## config.mk

```make
export PLATFORM = sky130hd
export DESIGN_NAME = dual_lane_crc16_frame_checker_unit
export DESIGN_NICKNAME = d
export VERILOG_FILES = /design/src/hdl/dlcrc_pkg.sv /design/src/hdl/dual_lane_crc16_frame_checker_unit.sv /design/src/hdl/dlcrc_front.sv /design/src/hdl/dlcrc_queue.sv /design/src/hdl/dlcrc_back.sv
export SDC_FILE = /design/constraint.sdc
export NUM_CORES = 1
export LEC_CHECK = 0
export BUFFER_PORTS_ARGS = -buffer_cell sky130_fd_sc_hd__buf_2
export CORE_MARGIN = 8
export CORE_UTILIZATION = 37
export CTS_CLUSTER_DIAMETER = 150
export DETAILED_ROUTE_END_ITERATION = 16
export SETUP_SLACK_MARGIN = 0.5
export SLEW_MARGIN = 10
export SYNTH_ARGS = -nofsm -noshare
export SYNTH_HDL_FRONTEND = slang
export SYNTH_HIERARCHICAL = 1
export SYNTH_SLANG_ARGS = --single-unit
```

## constraint.sdc

```tcl
create_clock -name clk -period 10.2 [get_ports clk]
set_input_delay 0.51 -clock clk [delete_from_list [all_inputs] [get_ports clk]]
set_output_delay 0.51 -clock clk [all_outputs]
set_load 0.02 [all_outputs]
```

## src/hdl/dlcrc_pkg.sv

```systemverilog
// Shared types, constants and the CRC-16 (poly 0x8005) word step for the
// dual-lane frame checker. No dependencies.
`timescale 1ns / 1ps

package dlcrc_pkg;

  localparam int DEF_MAX_BLOCKS  = 16;
  localparam int DEF_MAX_SAMPLES = 16;
  localparam int DEF_QUEUE_DEPTH = 4;

  localparam int CFG_W = 5;
  localparam logic [CFG_W-1:0] RST_BLOCKS_PER_FRAME = 5'd16;
  localparam logic [CFG_W-1:0] RST_SAMPLES_PER_GAIN = 5'd8;

  // configuration register indexes
  localparam logic CFG_BLOCKS_PER_FRAME = 1'b0;
  localparam logic CFG_SAMPLES_PER_GAIN = 1'b1;

  typedef enum logic [3:0] {
    PH_START   = 4'd0,
    PH_HDR1    = 4'd1,
    PH_DATA1   = 4'd2,
    PH_HDR2    = 4'd3,
    PH_DATA2   = 4'd4,
    PH_LANECRC = 4'd5,
    PH_CRCERR  = 4'd6,
    PH_GLOBAL  = 4'd7,
    PH_END     = 4'd8
  } phase_t;

  typedef enum logic [3:0] {
    KIND_START   = 4'd0,
    KIND_HDR1    = 4'd1,
    KIND_DATA1   = 4'd2,
    KIND_HDR2    = 4'd3,
    KIND_DATA2   = 4'd4,
    KIND_LANECRC = 4'd5,
    KIND_CRCERR  = 4'd6,
    KIND_GLOBAL  = 4'd7,
    KIND_END     = 4'd8,
    KIND_READERR = 4'd9
  } kind_t;

  // one classified word, front to back
  typedef struct packed {
    kind_t       kind;
    logic [3:0]  blk;
    logic [3:0]  smp;
    logic        done;
    logic        crc_clear;
    logic        crc_update;
    logic [15:0] lane_even;
    logic [15:0] lane_odd;
  } item_t;

  localparam logic [15:0] CRC_MASKS [16] = '{
    16'hBFFF, 16'h7FFE, 16'h4003, 16'h8006,
    16'h000C, 16'h0018, 16'h0030, 16'h0060,
    16'h00C0, 16'h0180, 16'h0300, 16'h0600,
    16'h0C00, 16'h1800, 16'h3000, 16'hDFFF
  };

  // new bit i = parity((data ^ crc) & mask[i])
  function automatic logic [15:0] crc16_step(input logic [15:0] crc,
                                             input logic [15:0] data);
    logic [15:0] x;
    logic [15:0] n;
    x = crc ^ data;
    for (int i = 0; i < 16; i++) begin
      n[i] = ^(x & CRC_MASKS[i]);
    end
    return n;
  endfunction

endpackage

```

## src/hdl/dual_lane_crc16_frame_checker_unit.sv

```systemverilog
// Top level of the dual-lane CRC-16 frame checker.
// Depends on dlcrc_pkg, dlcrc_front, dlcrc_queue, dlcrc_back.
//
//  channel  | direction | handshake             | payload
//  ---------+-----------+-----------------------+-------------------------------------
//  s_axis   | in        | s_axis_tvalid/tready  | tdata link_word, tuser link_error
//  m_axis   | out       | m_axis_tvalid/tready  | tdata pos + CRCs, tuser kind, tlast
//  cfg      | in        | cfg_valid/cfg_ready   | cfg_index, cfg_data
//
// One word per clock sustained while m_axis_tready stays high. An accepted
// word goes through the queue: the front classifies it in its accept cycle,
// the back applies the XOR network to both lanes as it pops the queue into
// the output register. Synchronous reset empties the queue and output
// register and returns the phase to expecting a start word. Output stalls
// fill the queue, then drop s_axis_tready. cfg_ready is always high.
`timescale 1ns / 1ps

module dual_lane_crc16_frame_checker_unit import dlcrc_pkg::*; #(
  parameter int MAX_BLOCKS  = DEF_MAX_BLOCKS,
  parameter int MAX_SAMPLES = DEF_MAX_SAMPLES,
  parameter int QUEUE_DEPTH = DEF_QUEUE_DEPTH
) (
  input  logic             clk,
  input  logic             rst,
  input  logic             s_axis_tvalid,
  output logic             s_axis_tready,
  input  logic [31:0]      s_axis_tdata,  // [31:0] link_word
  input  logic             s_axis_tuser,  // [0] link_error
  output logic             m_axis_tvalid,
  input  logic             m_axis_tready,
  output logic [39:0]      m_axis_tdata,  // [3:0] block_number, [7:4] sample_number,
                                          // [23:8] crc_lane_even, [39:24] crc_lane_odd
  output logic [3:0]       m_axis_tuser,  // [3:0] word_kind
  output logic             m_axis_tlast,  // frame_done
  input  logic             cfg_valid,
  output logic             cfg_ready,
  input  logic             cfg_index,
  input  logic [CFG_W-1:0] cfg_data
);

  item_t front_item, q_item;
  logic  q_full, q_valid, q_pop, accept;

  assign cfg_ready     = 1'b1;
  assign s_axis_tready = !q_full;
  assign accept        = s_axis_tvalid && s_axis_tready;

  dlcrc_front #(
    .MAX_BLOCKS  (MAX_BLOCKS),
    .MAX_SAMPLES (MAX_SAMPLES)
  ) u_front (
    .clk        (clk),
    .rst        (rst),
    .cfg_we     (cfg_valid && cfg_ready),
    .cfg_index  (cfg_index),
    .cfg_data   (cfg_data),
    .accept     (accept),
    .link_word  (s_axis_tdata),
    .link_error (s_axis_tuser),
    .item       (front_item)
  );

  dlcrc_queue #(
    .DEPTH (QUEUE_DEPTH)
  ) u_queue (
    .clk       (clk),
    .rst       (rst),
    .push      (accept),
    .push_item (front_item),
    .full      (q_full),
    .pop       (q_pop),
    .not_empty (q_valid),
    .pop_item  (q_item)
  );

  dlcrc_back u_back (
    .clk       (clk),
    .rst       (rst),
    .q_valid   (q_valid),
    .q_item    (q_item),
    .pop       (q_pop),
    .out_valid (m_axis_tvalid),
    .out_ready (m_axis_tready),
    .out_kind  (m_axis_tuser),
    .out_data  (m_axis_tdata),
    .out_last  (m_axis_tlast)
  );

  // an accepted word is waiting in the queue at the next edge
  assert property (@(posedge clk) disable iff (rst)
    (s_axis_tvalid && s_axis_tready) |=> q_valid)
    else $error("accepted word missing from queue");

  // frame_done only on end word or read error
  assert property (@(posedge clk) disable iff (rst)
    (m_axis_tvalid && m_axis_tlast) |->
      (m_axis_tuser == KIND_END || m_axis_tuser == KIND_READERR))
    else $error("frame_done on wrong word kind");

  // nonzero sample index only on sample words or read errors
  assert property (@(posedge clk) disable iff (rst)
    (m_axis_tvalid && m_axis_tdata[7:4] != 4'd0) |->
      (m_axis_tuser == KIND_DATA1 || m_axis_tuser == KIND_DATA2 ||
       m_axis_tuser == KIND_READERR))
    else $error("sample index on non-sample word");

  // nothing leaves straight after reset
  assert property (@(posedge clk) rst |=> !m_axis_tvalid)
    else $error("output valid after reset");

endmodule

```

## src/hdl/dlcrc_front.sv

```systemverilog
// Front end: configuration registers, frame phase tracking and lane split.
// Depends on dlcrc_pkg.
`timescale 1ns / 1ps

module dlcrc_front import dlcrc_pkg::*; #(
  parameter int MAX_BLOCKS  = DEF_MAX_BLOCKS,
  parameter int MAX_SAMPLES = DEF_MAX_SAMPLES
) (
  input  logic             clk,
  input  logic             rst,
  input  logic             cfg_we,
  input  logic             cfg_index,
  input  logic [CFG_W-1:0] cfg_data,
  input  logic             accept,
  input  logic [31:0]      link_word,
  input  logic             link_error,
  output item_t            item
);

  localparam int BCW  = (MAX_BLOCKS > 1) ? $clog2(MAX_BLOCKS) : 1;
  localparam int SCW  = (MAX_SAMPLES > 1) ? $clog2(MAX_SAMPLES) : 1;
  localparam int BNW  = ($clog2(MAX_BLOCKS + 1) > CFG_W) ? $clog2(MAX_BLOCKS + 1) : CFG_W;
  localparam int SNW  = ($clog2(MAX_SAMPLES + 1) > CFG_W) ? $clog2(MAX_SAMPLES + 1) : CFG_W;

  logic [CFG_W-1:0] blocks_per_frame;
  logic [CFG_W-1:0] samples_per_gain;
  phase_t           phase, phase_next;
  logic [BCW-1:0]   block_count, block_count_next;
  logic [SCW-1:0]   sample_count, sample_count_next;

  logic [BNW-1:0]   nblk;
  logic [SNW-1:0]   nsmp;
  logic             last_block, last_sample;
  logic [BCW+3:0]   blk_ext;
  logic [SCW+3:0]   smp_ext;

  always_ff @(posedge clk) begin
    if (rst) begin
      blocks_per_frame <= RST_BLOCKS_PER_FRAME;
      samples_per_gain <= RST_SAMPLES_PER_GAIN;
    end else if (cfg_we) begin
      case (cfg_index)
        CFG_BLOCKS_PER_FRAME: blocks_per_frame <= cfg_data;
        CFG_SAMPLES_PER_GAIN: samples_per_gain <= cfg_data;
        default: ;
      endcase
    end
  end

  // zero counts as one, anything above the maximum as the maximum
  always_comb begin
    if (blocks_per_frame == '0)
      nblk = BNW'(1);
    else if (BNW'(blocks_per_frame) > BNW'(MAX_BLOCKS))
      nblk = BNW'(MAX_BLOCKS);
    else
      nblk = BNW'(blocks_per_frame);
    if (samples_per_gain == '0)
      nsmp = SNW'(1);
    else if (SNW'(samples_per_gain) > SNW'(MAX_SAMPLES))
      nsmp = SNW'(MAX_SAMPLES);
    else
      nsmp = SNW'(samples_per_gain);
  end

  assign last_block  = (BNW'(block_count) + BNW'(1)) >= nblk;
  assign last_sample = (SNW'(sample_count) + SNW'(1)) >= nsmp;

  always_ff @(posedge clk) begin
    if (rst) begin
      phase        <= PH_START;
      block_count  <= '0;
      sample_count <= '0;
    end else if (accept) begin
      phase        <= phase_next;
      block_count  <= block_count_next;
      sample_count <= sample_count_next;
    end
  end

  // next state
  always_comb begin
    phase_next        = phase;
    block_count_next  = block_count;
    sample_count_next = sample_count;
    if (link_error) begin
      phase_next        = PH_START;
      block_count_next  = '0;
      sample_count_next = '0;
    end else begin
      case (phase)
        PH_HDR1: begin
          sample_count_next = '0;
          phase_next        = PH_DATA1;
        end
        PH_DATA1, PH_DATA2: begin
          if (last_sample) begin
            sample_count_next = '0;
            phase_next        = (phase == PH_DATA1) ? PH_HDR2 : PH_LANECRC;
          end else begin
            sample_count_next = sample_count + SCW'(1);
          end
        end
        PH_HDR2: begin
          sample_count_next = '0;
          phase_next        = PH_DATA2;
        end
        PH_LANECRC: begin
          if (last_block) begin
            phase_next = PH_CRCERR;
          end else begin
            block_count_next = block_count + BCW'(1);
            phase_next       = PH_HDR1;
          end
        end
        PH_CRCERR: phase_next = PH_GLOBAL;
        PH_GLOBAL: phase_next = PH_END;
        PH_END:    phase_next = PH_START;
        default: begin
          block_count_next  = '0;
          sample_count_next = '0;
          phase_next        = PH_HDR1;
        end
      endcase
    end
  end

  assign blk_ext = {4'b0000, block_count};
  assign smp_ext = {4'b0000, sample_count};

  // classification
  always_comb begin
    for (int i = 0; i < 16; i++) begin
      item.lane_even[i] = link_word[30 - 2 * i];
      item.lane_odd[i]  = link_word[31 - 2 * i];
    end
    item.blk        = blk_ext[3:0];
    item.smp        = 4'd0;
    item.done       = 1'b0;
    item.crc_clear  = 1'b0;
    item.crc_update = 1'b0;
    item.kind       = KIND_START;
    if (link_error) begin
      item.kind = KIND_READERR;
      item.smp  = smp_ext[3:0];
      item.done = 1'b1;
    end else begin
      case (phase)
        PH_HDR1: begin
          item.kind       = KIND_HDR1;
          item.crc_clear  = 1'b1;
          item.crc_update = 1'b1;
        end
        PH_DATA1: begin
          item.kind       = KIND_DATA1;
          item.smp        = smp_ext[3:0];
          item.crc_update = 1'b1;
        end
        PH_HDR2: begin
          item.kind       = KIND_HDR2;
          item.crc_update = 1'b1;
        end
        PH_DATA2: begin
          item.kind       = KIND_DATA2;
          item.smp        = smp_ext[3:0];
          item.crc_update = 1'b1;
        end
        PH_LANECRC: item.kind = KIND_LANECRC;
        PH_CRCERR:  item.kind = KIND_CRCERR;
        PH_GLOBAL:  item.kind = KIND_GLOBAL;
        PH_END: begin
          item.kind = KIND_END;
          item.done = 1'b1;
        end
        default: begin
          item.kind = KIND_START;
          item.blk  = 4'd0;
        end
      endcase
    end
  end

endmodule

```

## src/hdl/dlcrc_queue.sv

```systemverilog
// Short FIFO of classified words between front and back end.
// Depends on dlcrc_pkg.
`timescale 1ns / 1ps

module dlcrc_queue import dlcrc_pkg::*; #(
  parameter int DEPTH = DEF_QUEUE_DEPTH
) (
  input  logic  clk,
  input  logic  rst,
  input  logic  push,
  input  item_t push_item,
  output logic  full,
  input  logic  pop,
  output logic  not_empty,
  output item_t pop_item
);

  localparam int PW = (DEPTH > 1) ? $clog2(DEPTH) : 1;
  localparam int CW = $clog2(DEPTH + 1);

  item_t         slots [DEPTH];
  logic [PW-1:0] wr_ptr, rd_ptr;
  logic [CW-1:0] count;

  assign full      = (count == CW'(DEPTH));
  assign not_empty = (count != '0);
  assign pop_item  = slots[rd_ptr];

  always_ff @(posedge clk) begin
    if (push) slots[wr_ptr] <= push_item;
  end

  always_ff @(posedge clk) begin
    if (rst) begin
      wr_ptr <= '0;
      rd_ptr <= '0;
      count  <= '0;
    end else begin
      if (push) wr_ptr <= (wr_ptr == PW'(DEPTH - 1)) ? '0 : wr_ptr + PW'(1);
      if (pop)  rd_ptr <= (rd_ptr == PW'(DEPTH - 1)) ? '0 : rd_ptr + PW'(1);
      if (push && !pop)      count <= count + CW'(1);
      else if (pop && !push) count <= count - CW'(1);
    end
  end

endmodule

```

## src/hdl/dlcrc_back.sv

```systemverilog
// Back end: both lane CRC registers and the output register.
// Depends on dlcrc_pkg.
`timescale 1ns / 1ps

module dlcrc_back import dlcrc_pkg::*; (
  input  logic        clk,
  input  logic        rst,
  input  logic        q_valid,
  input  item_t       q_item,
  output logic        pop,
  output logic        out_valid,
  input  logic        out_ready,
  output logic [3:0]  out_kind,
  output logic [39:0] out_data,
  output logic        out_last
);

  logic [15:0] crc_even, crc_odd;
  logic [15:0] crc_even_next, crc_odd_next;
  logic [15:0] base_even, base_odd;

  assign pop = q_valid && (!out_valid || out_ready);

  always_comb begin
    base_even     = q_item.crc_clear ? 16'h0000 : crc_even;
    base_odd      = q_item.crc_clear ? 16'h0000 : crc_odd;
    crc_even_next = crc_even;
    crc_odd_next  = crc_odd;
    if (q_item.crc_update) begin
      crc_even_next = crc16_step(base_even, q_item.lane_even);
      crc_odd_next  = crc16_step(base_odd, q_item.lane_odd);
    end
  end

  always_ff @(posedge clk) begin
    if (rst) begin
      crc_even  <= '0;
      crc_odd   <= '0;
      out_valid <= 1'b0;
    end else begin
      if (pop) begin
        crc_even  <= crc_even_next;
        crc_odd   <= crc_odd_next;
        out_valid <= 1'b1;
      end else if (out_ready) begin
        out_valid <= 1'b0;
      end
    end
  end

  always_ff @(posedge clk) begin
    if (pop) begin
      out_kind <= q_item.kind;
      out_data <= {crc_odd_next, crc_even_next, q_item.smp, q_item.blk};
      out_last <= q_item.done;
    end
  end

endmodule

```

### Word-level counts from Yosys, hierarchy flattened

Memory sizes are Yosys's and may differ from the RTL's. A register that Yosys moved wholly into a read port is not among the register bits.
Cells that the tools add are included.

* register bits after elaboration: 107
* input port bits: 44
* output and inout bits: 48
* memory bits (writable): 188
* memories kept: 1
* logic and storage cells: 140

Memory list
* u_queue.slots: words 4, width 47, rd ports 1, clocked after memory_dff 1, write ports 1, line dlcrc_queue.sv:21 `item_t slots [DEPTH];`

* bitwise logic cells: 3
* reduce and logical (&&, ||, !) cells: 56
* muxes and demuxes: 39
* eq/ne operators: 15
* add/sub/neg operators: 8
* $lt $le $gt $ge: 4

Operator list (count)
* $reduce_xor 16->1: 32
* $mux 16: 4
* $mux 4: 10
* $pmux 4 s8: 1
* $xor 16x16->16: 2
* $pmux 4 s7: 1
* $mux 5: 5
* $eq 4x3->1 const B: 4
* $pmux 4 s2: 2
* $mux 3: 4
* $add 4x1->5 const B: 2
* $ge 5x5->1: 2
* $gt 5x5->1 const B: 2
* $logic_not 5->1: 2
* $mux 2: 5
* $add 4x1->4 const B: 2
* $eq 4x2->1 const B: 2
* $reduce_and 2->1: 4
* $reduce_or 4->1: 2
* $reduce_or 8->1: 1
* $mux 1: 7
* $reduce_or 7->1: 1
* $add 2x1->2 const B: 2
* $eq 2x2->1 const B: 2
* 16 further kinds: 24

### Depth between registers and ports, before layout

Gate-level depths: netlist of the first run.

* depth in word-level cells: 7
* mapped depth: 13
* mapped depth without buffers: 10

### Hierarchy

Netlist of the first run, hierarchy kept.

Modules (own cells, without submodules)
* dlcrc_queue: times used 1, seq. area each 5825.6 sq um, cells each 289, area an instance 7248.2 sq um
* dlcrc_back: times used 1, seq. area each 2011.9 sq um, cells each 438, area an instance 4463.0 sq um
* dlcrc_front: times used 1, seq. area each 440.4 sq um, cells each 220, area an instance 1771.7 sq um
* dual_lane_crc16_frame_checker_unit: times used 1, seq. area each 0.0 sq um, cells each 4, area an instance 21.3 sq um

### Worst setup path after synthesis of the first run

OpenSTA, ideal clock, no wires.

* path type: input to register
* from: in m_axis_tready
* to: reg u_queue.count[2]
* required time: 10.130 ns
* stages on the path: 11
* buffers on the path: 1
* setup time: 0.070 ns
* path slack: 6.517 ns
* arrival time: 3.614 ns
* cell sequence: nand2b_1 > nand2_1 > inv_1 > clkbuf_1 > inv_1 > ha_1 > inv_1 > fa_1 > xor2_1 > or3_1 > a21oi_1

* longest elaborated chain between the ends: 5
* elaborated cells between the ends (all ways): 7
* those cells by class: 1 x mux; 6 x reduce/logical

Ends and longest elaborated chain
* start: declaration: line dual_lane_crc16_frame_checker_unit.sv:30 `input logic m_axis_tready,`
* $logic_or 1x1->1 *: line dlcrc_back.sv:22 `assign pop = q_valid && (!out_valid || out_ready);`
* $logic_and 1x1->1 *: line dlcrc_back.sv:22
* via q_pop: line dual_lane_crc16_frame_checker_unit.sv:42 `logic q_full, q_valid, q_pop, accept;`
* $logic_not 1->1: line dlcrc_queue.sv:41 `if (push && !pop) count <= count + CW'(1);`
* $logic_and 1x1->1: line dlcrc_queue.sv:41
* $mux 3 or $reduce_bool 2->1 (tied branches)
* end signal: assignment: line dlcrc_queue.sv:41
* end signal: assignment: line dlcrc_queue.sv:42 `else if (pop && !push) count <= count - CW'(1);`
* end: declaration: line dlcrc_queue.sv:23 `logic [CW-1:0] count;`

Mark *: on every way through the listed nets, which the timed path passes. The rest lies on a longest branch.
A chain may end at the register's enable or synchronous reset.

==> results of run 1 <==
cell usage after synthesis (all sizes together), types with 9 or more instances:
| master | count |
|---|---|
| clkbuf | 17 |
| buf | 53 |
| nand2 | 75 |
| inv | 17 |
| ha | 18 |
| dfxtp | 64 |
| o21ai | 11 |
| nand3 | 12 |
| edfxtp | 233 |
| nor2b | 26 |
| xnor2 | 102 |
| or3 | 9 |
| mux2i | 9 |
| mux2 | 22 |
| o211ai | 11 |
| mux4 | 47 |
| nor2 | 63 |
| xor2 | 12 |
| a21oi | 51 |
| nand2b | 13 |
| nor3 | 13 |
kinds of logic (layout without fill, tap and decap cells):
kind of cell    after synthesis  in the layout
fa+ha+maj                    19             19
other cells                   1              1
flops                       297            297
xor+xnor                    121            121
mux                          78             78
compound gates              112            112
simple gates                236            236
buf+inv                      87            179
layer usage:
layer	wire length [um]	GRT usage, %	up-vias
li1	-	-	3613
met1	11800	15.9	3670
met2	13300	21.4	148
met3	1260	2.46	37
met4	464	3.33	2
met5	9	0	-
layout make-up:
cell class	count	share of cell area, %
sequential	297	54.3
multi-input combinational	567	30.7
clock buffer	47	6.36
tap	468	3.84
timing repair buffer	100	3.44
clock inverter	15	1.00
inverter	17	0.418
how the worst max path moves through the flow:
stage / startpoint / end / slack (ns) / cells after the start
after detailed placement: flip-flop / u_back/out_data[25] / 5.87 / 8
after global routing: flip-flop / u_back/out_data[25] / 5.60 / 8
after floorplan: m_axis_tready / u_queue/count[2] / 6.52 / 11
after global placement: flip-flop / u_back/out_data[25] / 5.89 / 8
after CTS: flip-flop / u_back/out_data[25] / 5.87 / 8
final: flip-flop / u_back/out_data[25] / 5.96 / 8
state kept, by name, summed over array words and instances (netlist names), 5 cells and up, named ones only:
register / count
u_back/crc_even: 16
u_back/crc_odd: 16
u_back/out_data: 40
u_front/blocks_per_frame: 5
u_front/samples_per_gain: 5
u_queue/slots: 188
critical path: stages, from the launching register on:
cell	delay [ns]
dfxtp_4	0.52
buf_4	0.61
mux4_2	1.00
or3_1	0.53
a211oi_1	0.40
nor2_1	0.11
xnor3_1	0.36
xor2_1	0.18
mux2_2	0.26
through the flow:
stage	hold slack [ns]	utilization, %	instances
after floorplan	0.437	-	951
after global placement	0.454	39.0	1449
after detailed placement	0.471	39.0	1449
after CTS	0.192	42.1	1511
after global routing	0.205	42.1	1511
final	0.218	42.1	1511
power breakdown:
part / internal [mW] / switching, mW
clock network: 0.722 / 0.473
registers: 1.65 / 0.152
logic: 1.27 / 1.44
==> run summary, run 1 <==
Die H = 207 um
Peak supply drop = 0.000242 V
FILL cells = 3321
Mean Syn Cell Area = 14.2 um2
H-tree levels = 2
leak pwr = 5.25 nW
WL/cell = 17.7 um
vias post-DR = 7470
Worst EP arrival = 4.50 ns
Buffers on Ports = 90
Die X = 207 um
Synth Instances = 951
Max Clock Skew = 0.0236 ns
post-synthesis mux area share = 10.3%
antenna viol nets, final = 0
fin area = 15300 um2
actual slew at the worst max-slew pin = 1.09 ns
core area = 36300 um2
Hold Path Class = in2reg
Synth Area in Compound Gates = 5.29%
top_reg_cell synth = edfxtp_1
crit path launch type = flip-flop
period utilisation layout = 41.6%
status = completed
DR DRC count = 0
most frequent cells in the layout = edfxtp_1 (233), xnor2_1 (102), buf_2 (90)
clock sink count = 297
clk buf depth = 3
maximum fanout along the worst path = 52
row count = 70
Max Cap Viol = 0
number of vias per cell = 4.94
Post CTS Setup Buffer Count = 0
antenna violations before repair = 2
total wire length = 26.8 mm
DRT Pass-1 Iters = 4
Hold Fails Final Rpt = 0
RSZ-0062 raised after global routing = false
io pins = 92
dpl cell area = 14100 um2
Hold-fix buffers, CTS = 0
number of synthesized flops with an enable pin = 233
grt ovf = 0
Die Area = 42900 um2
CTS tree = yes
Synth-to-Final Area Change = 13.0%
post-synth cell types = 63
Final #Nets = 1080
WS Path Type = reg2reg
clock-pin transition on the worst setup and hold timing paths = 0.06 ns
fraction of layout cells with a size suffix above 1 = 23.0%
Resized cells post-CTS = 0
crit end category = flip-flop
Hold Crit Endpoint = u_queue/slots[2][26]
r2r setup slk = 5.96 ns
f_max = 236 MHz
required time worst endpoint = 10.46 ns
Post-Synth Adder-Cell Area = 1.82%
pre-CTS setup slack = 5.87 ns
total power = 5.71 mW
ANT cells = 0
P per Cell Area = 374 nW/um2
Register Area = 8280 um2
Synth warnings = 6
CTS Buf Count = 34
endpoints failing setup = 0
Detail Placement HPWL = 18.0 mm
sequential element share of the synthesized area = 61.3%
share of flip-flops with an asynchronous set or reset = 0%
initial core utilization = 37.2%
Worst slew margin = 27.4%
post-synthesis xor/xnor area fraction = 8.65%
hold path start = s_axis_tdata[10]
cell taking the most area after synthesis = edfxtp_1
first-pass GRT wire length = 43.1 mm
share of the synthesized area in the top cell type = 51.8%
Hold Path Stages = 1
Tmin final = 4.24 ns
largest family of logic cells by synthesized area = multiplexers
final setup margin = 5.96 ns
drt initial violations = 424
Clock Latency Late Sink = 0.52 ns
syn nets = 1014
Synth Area in Simple Gates = 8.48%
setup TNS = 0 ns
vias in the first global route = 7676
length in cells of the worst reg-to-reg path = 8
#FFs+latches synth = 297
Pins Over Slew Limit = 0
area taken by multi-input logic gates = 4680 um2
top post-synthesis cells by area = edfxtp_1 (52%), dfxtp_1 (9.5%), mux4_2 (7.8%)
Total GRT Usage = 12.5%
largest net degree at the start of global routing = 65
clk root buf = clkbuf_16
Post-Syn Area = 13500 um2
most common cell after layout, fill and taps aside = edfxtp_1
RR Endpoint = u_back/out_data[25]
GP Congestion = 0.777
(Power assumes the default switching activity.)
==> run 2, diff against run 1 <==
==> constraint.sdc (replaced) <==
create_clock -name clk -period 4.3 [get_ports clk]
set_input_delay 0.215 -clock clk [delete_from_list [all_inputs] [get_ports clk]]
set_output_delay 0.215 -clock clk [all_outputs]
set_load 0.02 [all_outputs]
==> run 2 against run 1 <==
  * Clock skew fell by 0.0091 ns
  * Final area grew 2.4%
  * Critical path type unchanged
  * Highest routed layer unchanged
  * Combinational power grew 140%
  * Sequential power grew 140%
  * Worst hold slack improved by 0.0089 ns
  * Non-clock buffer count rose by 47
  * Clock power rose by 120%
  * Final cell count up 2.8%
  * Global-route usage grew 0.18 points
  * Setup slack got worse by 5.2 ns
==> run summary, run 2 (synthesis results as in run 1) <==
status = completed
Die Area = 42900 um2
crit path launch type = flip-flop
clock sink count = 297
most frequent cells in the layout = edfxtp_1 (233), xnor2_1 (102), buf_2 (90)
Top Registers = u_queue/slots x188, u_back/out_data x40
first-pass GRT wire length = 44.0 mm
io pins = 92
DR DRC count = 0
Total GRT Usage = 12.6%
clk root buf = clkbuf_16
antenna viol nets, final = 0
most frequent CP cell = o211ai_1
fraction of layout cells with a size suffix above 1 = 22.3%
critical path's slowest cell = mux4_2
required time worst endpoint = 4.71 ns
grt ovf = 0
CTS tree = yes
max reg flops = 188
RSZ-0062 raised after global routing = false
met3 usage = 2.28%
vias post-DR = 7643
WL/cell = 17.7 um
Pins Over Slew Limit = 0
vias in the first global route = 7839
clock-pin transition on the worst setup and hold timing paths = 0.06 ns
Die H = 207 um
Die X = 207 um
Final #Nets = 1124
clk buf depth = 3
Hold Path Class = in2reg
Biggest register = u_queue/slots
grt met1 use = 16.4%
P per Cell Area = 863 nW/um2
total power = 13.5 mW
Post CTS Setup Buffer Count = 0
GP Congestion = 0.799
row count = 70
drt initial violations = 325
total wire length = 27.5 mm
endpoints failing setup = 0
Worst EP arrival = 3.93 ns
Peak supply drop = 0.000517 V
crit end category = flip-flop
gr busiest metal = met2
leak pwr = 5.40 nW
crit-path max cell delay = 0.81 ns
Max Cap Viol = 0
Buffers on Ports = 90
initial core utilization = 37.2%
Detail Placement HPWL = 18.3 mm
WS Path Type = reg2reg
Max Clock Skew = 0.0145 ns
largest net degree at the start of global routing = 78
most common cell after layout, fill and taps aside = edfxtp_1
antenna violations before repair = 3
Hold Fails Final Rpt = 0
actual slew at the worst max-slew pin = 1.03 ns
Clock Latency Late Sink = 0.55 ns
number of vias per cell = 4.92
GRT met2 Usage = 21.7%
Tmin final = 3.51 ns
Worst slew margin = 30.7%
Synth-to-Final Area Change = 15.7%
f_max = 285 MHz
core area = 36300 um2
DRT Pass-1 Iters = 5
H-tree levels = 1
maximum fanout along the worst path = 27
period utilisation layout = 81.7%
setup TNS = 0 ns
critical-path cell list = mux4_2 -> buf_4 -> or3_1 -> a211oi_1 -> o211ai_1 -> a22oi_1 -> o211ai_1 -> nand3_1
CTS Buf Count = 31
[run 2: cell count changes in the layout (fill, tap and decap cells not counted), sizes merged, moves of 3 or more]
cell,before,now
buf,100,106
clkbuf,47,36
clkinvlp,0,3
dlygate4sd3,0,41
[run 2: power by group]
group	switching (mW)	internal (mW)
clock	1.07	1.54
combinational	3.47	3.11
sequential	0.371	3.92
total	4.91	8.57
[run 2: stage by stage]
stage | cell area (um2) | utilization (%) | std cells | setup WS [ns] | hold slack, ns
2_1_floorplan | 13500 | - | 951 | 0.724 | 0.284
3_3_place_gp | 14200 | 39.1 | 1455 | 0.789 | 0.431
3_5_place_dp | 14200 | 39.1 | 1455 | 0.713 | 0.434
4_1_cts | 15600 | 43.1 | 1553 | 0.705 | 0.211
5_1_grt | 15600 | 43.1 | 1554 | 0.519 | 0.247
6_report | 15600 | 43.1 | 1554 | 0.788 | 0.227
[run 2: worst paths after layout]
| path | end | start | depth (start not counted) | slack (ns) |
|---|---|---|---|---|
| hold reg to reg | u_front/samples_per_gain[0] | u_front/samples_per_gain[0] | 2 | 0.47 |
| setup / recovery | u_back/out_data[39] | flip-flop | 8 | 0.79 |
| setup reg to reg | u_back/out_data[39] | flip-flop | 8 | 0.79 |
| hold / removal | u_queue/wr_ptr[0] | s_axis_tvalid | 4 | 0.23 |
[run 2: layout make-up]
| type | instances | area [um2] |
|---|---|---|
| timing repair buffer | 147 | 993 |
| antenna | 1 | 2.50 |
| multi-input combinational | 567 | 4680 |
| sequential | 297 | 8280 |
| clock inverter | 21 | 184 |
| fill | 3326 | 20600 |
| tap | 468 | 586 |
| clock buffer | 36 | 825 |
| inverter | 17 | 63.8 |
[run 2: repair_timing]
| action | CTS | global route |
|---|---|---|
| hold endpoints to repair | 138 | 0 |
| hold buffers | 41 | 0 |
| gates resized for setup | 0 | 1 |
| endpoints found under the setup margin | 0 | 2 |
[run 2: critical path: cells and delay by family, from the launching register on]
kind | cells | cell delay, ns
DFF | 1 | 0.56
buffers and inverters | 1 | 0.30
muxes | 1 | 0.81
AOI/OAI and AO/OA | 4 | 1.18
and+or+nand+nor | 2 | 0.52
[run 2: per-layer routing]
metal,share of wire (%),routed length [um]
met1,45,12300
met2,49,13400
met3,4.0,1090
met4,2.0,563
met5,0.084,23
==> run 3, diff against run 2 <==
==> constraint.sdc (replaced) <==
create_clock -name clk -period 3.3 [get_ports clk]
set_input_delay 0.165 -clock clk [delete_from_list [all_inputs] [get_ports clk]]
set_output_delay 0.165 -clock clk [all_outputs]
set_load 0.02 [all_outputs]
==> run 3 against run 2 <==
  * Global-route usage increased by 0.42 points
  * Critical path type unchanged
  * Utilization is 2.2 points higher
  * Via count is 2.7% higher
  * Highest routed layer unchanged
  * First-iteration DRC count rose by 18%
==> run summary, run 3 (synthesis results as in run 1) <==
Synth-to-Final Area Change = 21.5%
final setup margin = 0.248 ns
P per Cell Area = 1200 nW/um2
Pins Over Slew Limit = 0
core area = 36300 um2
maximum fanout along the worst path = 7
vias post-DR = 7852
Top Registers = u_queue/slots x188, u_back/out_data x40
largest net degree at the start of global routing = 78
required time worst endpoint = 3.62 ns
Peak supply drop = 0.00119 V
Die Area = 42900 um2
endpoints failing setup = 0
Clock Latency Late Sink = 0.57 ns
Detail Placement HPWL = 18.7 mm
actual slew at the worst max-slew pin = 0.893 ns
clock-pin transition on the worst setup and hold timing paths = 0.06 ns
initial core utilization = 37.2%
setup TNS = 0 ns
H-tree levels = 1
Total GRT Usage = 13.0%
clock sink count = 297
f_max = 328 MHz
CTS Buf Count = 31
clk buf depth = 3
grt ovf = 0
most common cell after layout, fill and taps aside = edfxtp_1
Die X = 207 um
Buffers on Ports = 90
drt initial violations = 383
GP Congestion = 0.774
length in cells of the worst reg-to-reg path = 9
vias in the first global route = 8083
Hold Path Class = in2reg
leak pwr = 5.78 nW
period utilisation layout = 92.5%
max reg flops = 188
Die H = 207 um
Hold Fails Final Rpt = 0
row count = 70
worst setup path endpoint = u_back/out_data[8]
pre-CTS setup slack = 0.211 ns
total wire length = 28.8 mm
WL/cell = 18.0 um
Hold Path Stages = 4
Biggest register = u_queue/slots
DR DRC count = 0
Final #Nets = 1167
first-pass GRT wire length = 45.4 mm
antenna viol nets, final = 0
most frequent cells in the layout = edfxtp_1 (233), buf_2 (90), xnor2_1 (86)
DRT Pass-1 Iters = 5
io pins = 92
crit path launch type = flip-flop
r2r setup slk = 0.25 ns
fraction of layout cells with a size suffix above 1 = 28.7%
RR Endpoint = u_back/out_data[8]
CTS tree = yes
Worst slew margin = 40.5%
crit end category = flip-flop
Worst EP arrival = 3.37 ns
number of vias per cell = 4.91
Max Cap Viol = 0
status = completed
antenna violations before repair = 4
clk root buf = clkbuf_16
RSZ-0062 raised after global routing = true
Max Clock Skew = 0.0355 ns
Tmin final = 3.05 ns
WS Path Type = reg2reg
-- run 3: cell count changes in the layout (fill, tap and decap cells not counted), moves of 4 or more --
| cell | previous run | this run |
|---|---|---|
| clkbuf_1 | 2 | 6 |
| xnor2_1 | 102 | 86 |
| xnor2_2 | 0 | 15 |
| a211oi_1 | 6 | 1 |
| buf_12 | 1 | 12 |
| o21ai_0 | 7 | 3 |
| nor2_1 | 62 | 56 |
| buf_6 | 0 | 4 |
| buf_4 | 15 | 41 |
-- run 3: worst min-delay path by stage --
stage | startpoint | end | slack [ns]
after floorplan | rst | u_queue/count[2] | 0.23
after global placement | s_axis_tdata[29] | u_queue/slots[3][1] | 0.38
after detailed placement | s_axis_tdata[0] | u_queue/slots[2][31] | 0.38
after CTS | s_axis_tuser | u_front/phase[2] | 0.17
after global routing | s_axis_tuser | u_queue/slots[3][43] | 0.20
final | s_axis_tuser | u_front/phase[2] | 0.19
-- run 3: layout make-up --
class / count / area (um2)
sequential: 297 / 8280
antenna: 1 / 2.50
timing repair buffer: 189 / 1480
clock inverter: 18 / 170
clock buffer: 40 / 840
multi-input combinational: 568 / 4980
inverter: 17 / 65.1
fill: 3236 / 19900
tap: 468 / 586
-- run 3: per-layer routing --
metal / up-vias / GRT usage [%] / share of wire [%]
met2: 140 / 22.2 / 49
met4: 6 / 3.20 / 1.8
met3: 42 / 3.11 / 4.9
met1: 3876 / 16.6 / 45
met5: - / 0 / 0.090
li1: 3788 / - / -
-- run 3: stage by stage --
step / hold WS, ns / total power [mW] / instance area (um2) / util (%) / std cells
2_1_floorplan: 0.234 / 12.8 / 13700 / - / 951
3_3_place_gp: 0.381 / 14.7 / 14500 / 40.0 / 1467
5_1_grt: 0.204 / 20.9 / 16400 / 45.2 / 1598
4_1_cts: 0.174 / 18.8 / 16100 / 44.5 / 1582
6_report: 0.190 / 19.7 / 16400 / 45.2 / 1598
3_5_place_dp: 0.382 / 14.8 / 14500 / 40.0 / 1467
-- run 3: timing repair --
item                       4_1_cts  5_1_grt
setup endpoints to repair       11       14
pin swaps                        1       18
resized for setup               11       25
hold endpoints to repair       139        0
setup buffers                   14       15
hold buffers                    41        0
cloned                           2        0
-- run 3: power by group --
group	switching (mW)	internal (mW)
clock network	1.42	2.02
logic	5.22	5.48
registers	0.422	5.10
total	7.06	12.6
-- run 3: critical path: stages (launching register included) --
cell and delay (ns):
dfxtp_4 0.40, buf_4 0.13, mux4_2 0.64, buf_12 0.20, nor2_4 0.09, xnor3_1 0.40
xnor3_2 0.27, xor3_2 0.31, xnor2_1 0.14, mux2_2 0.25
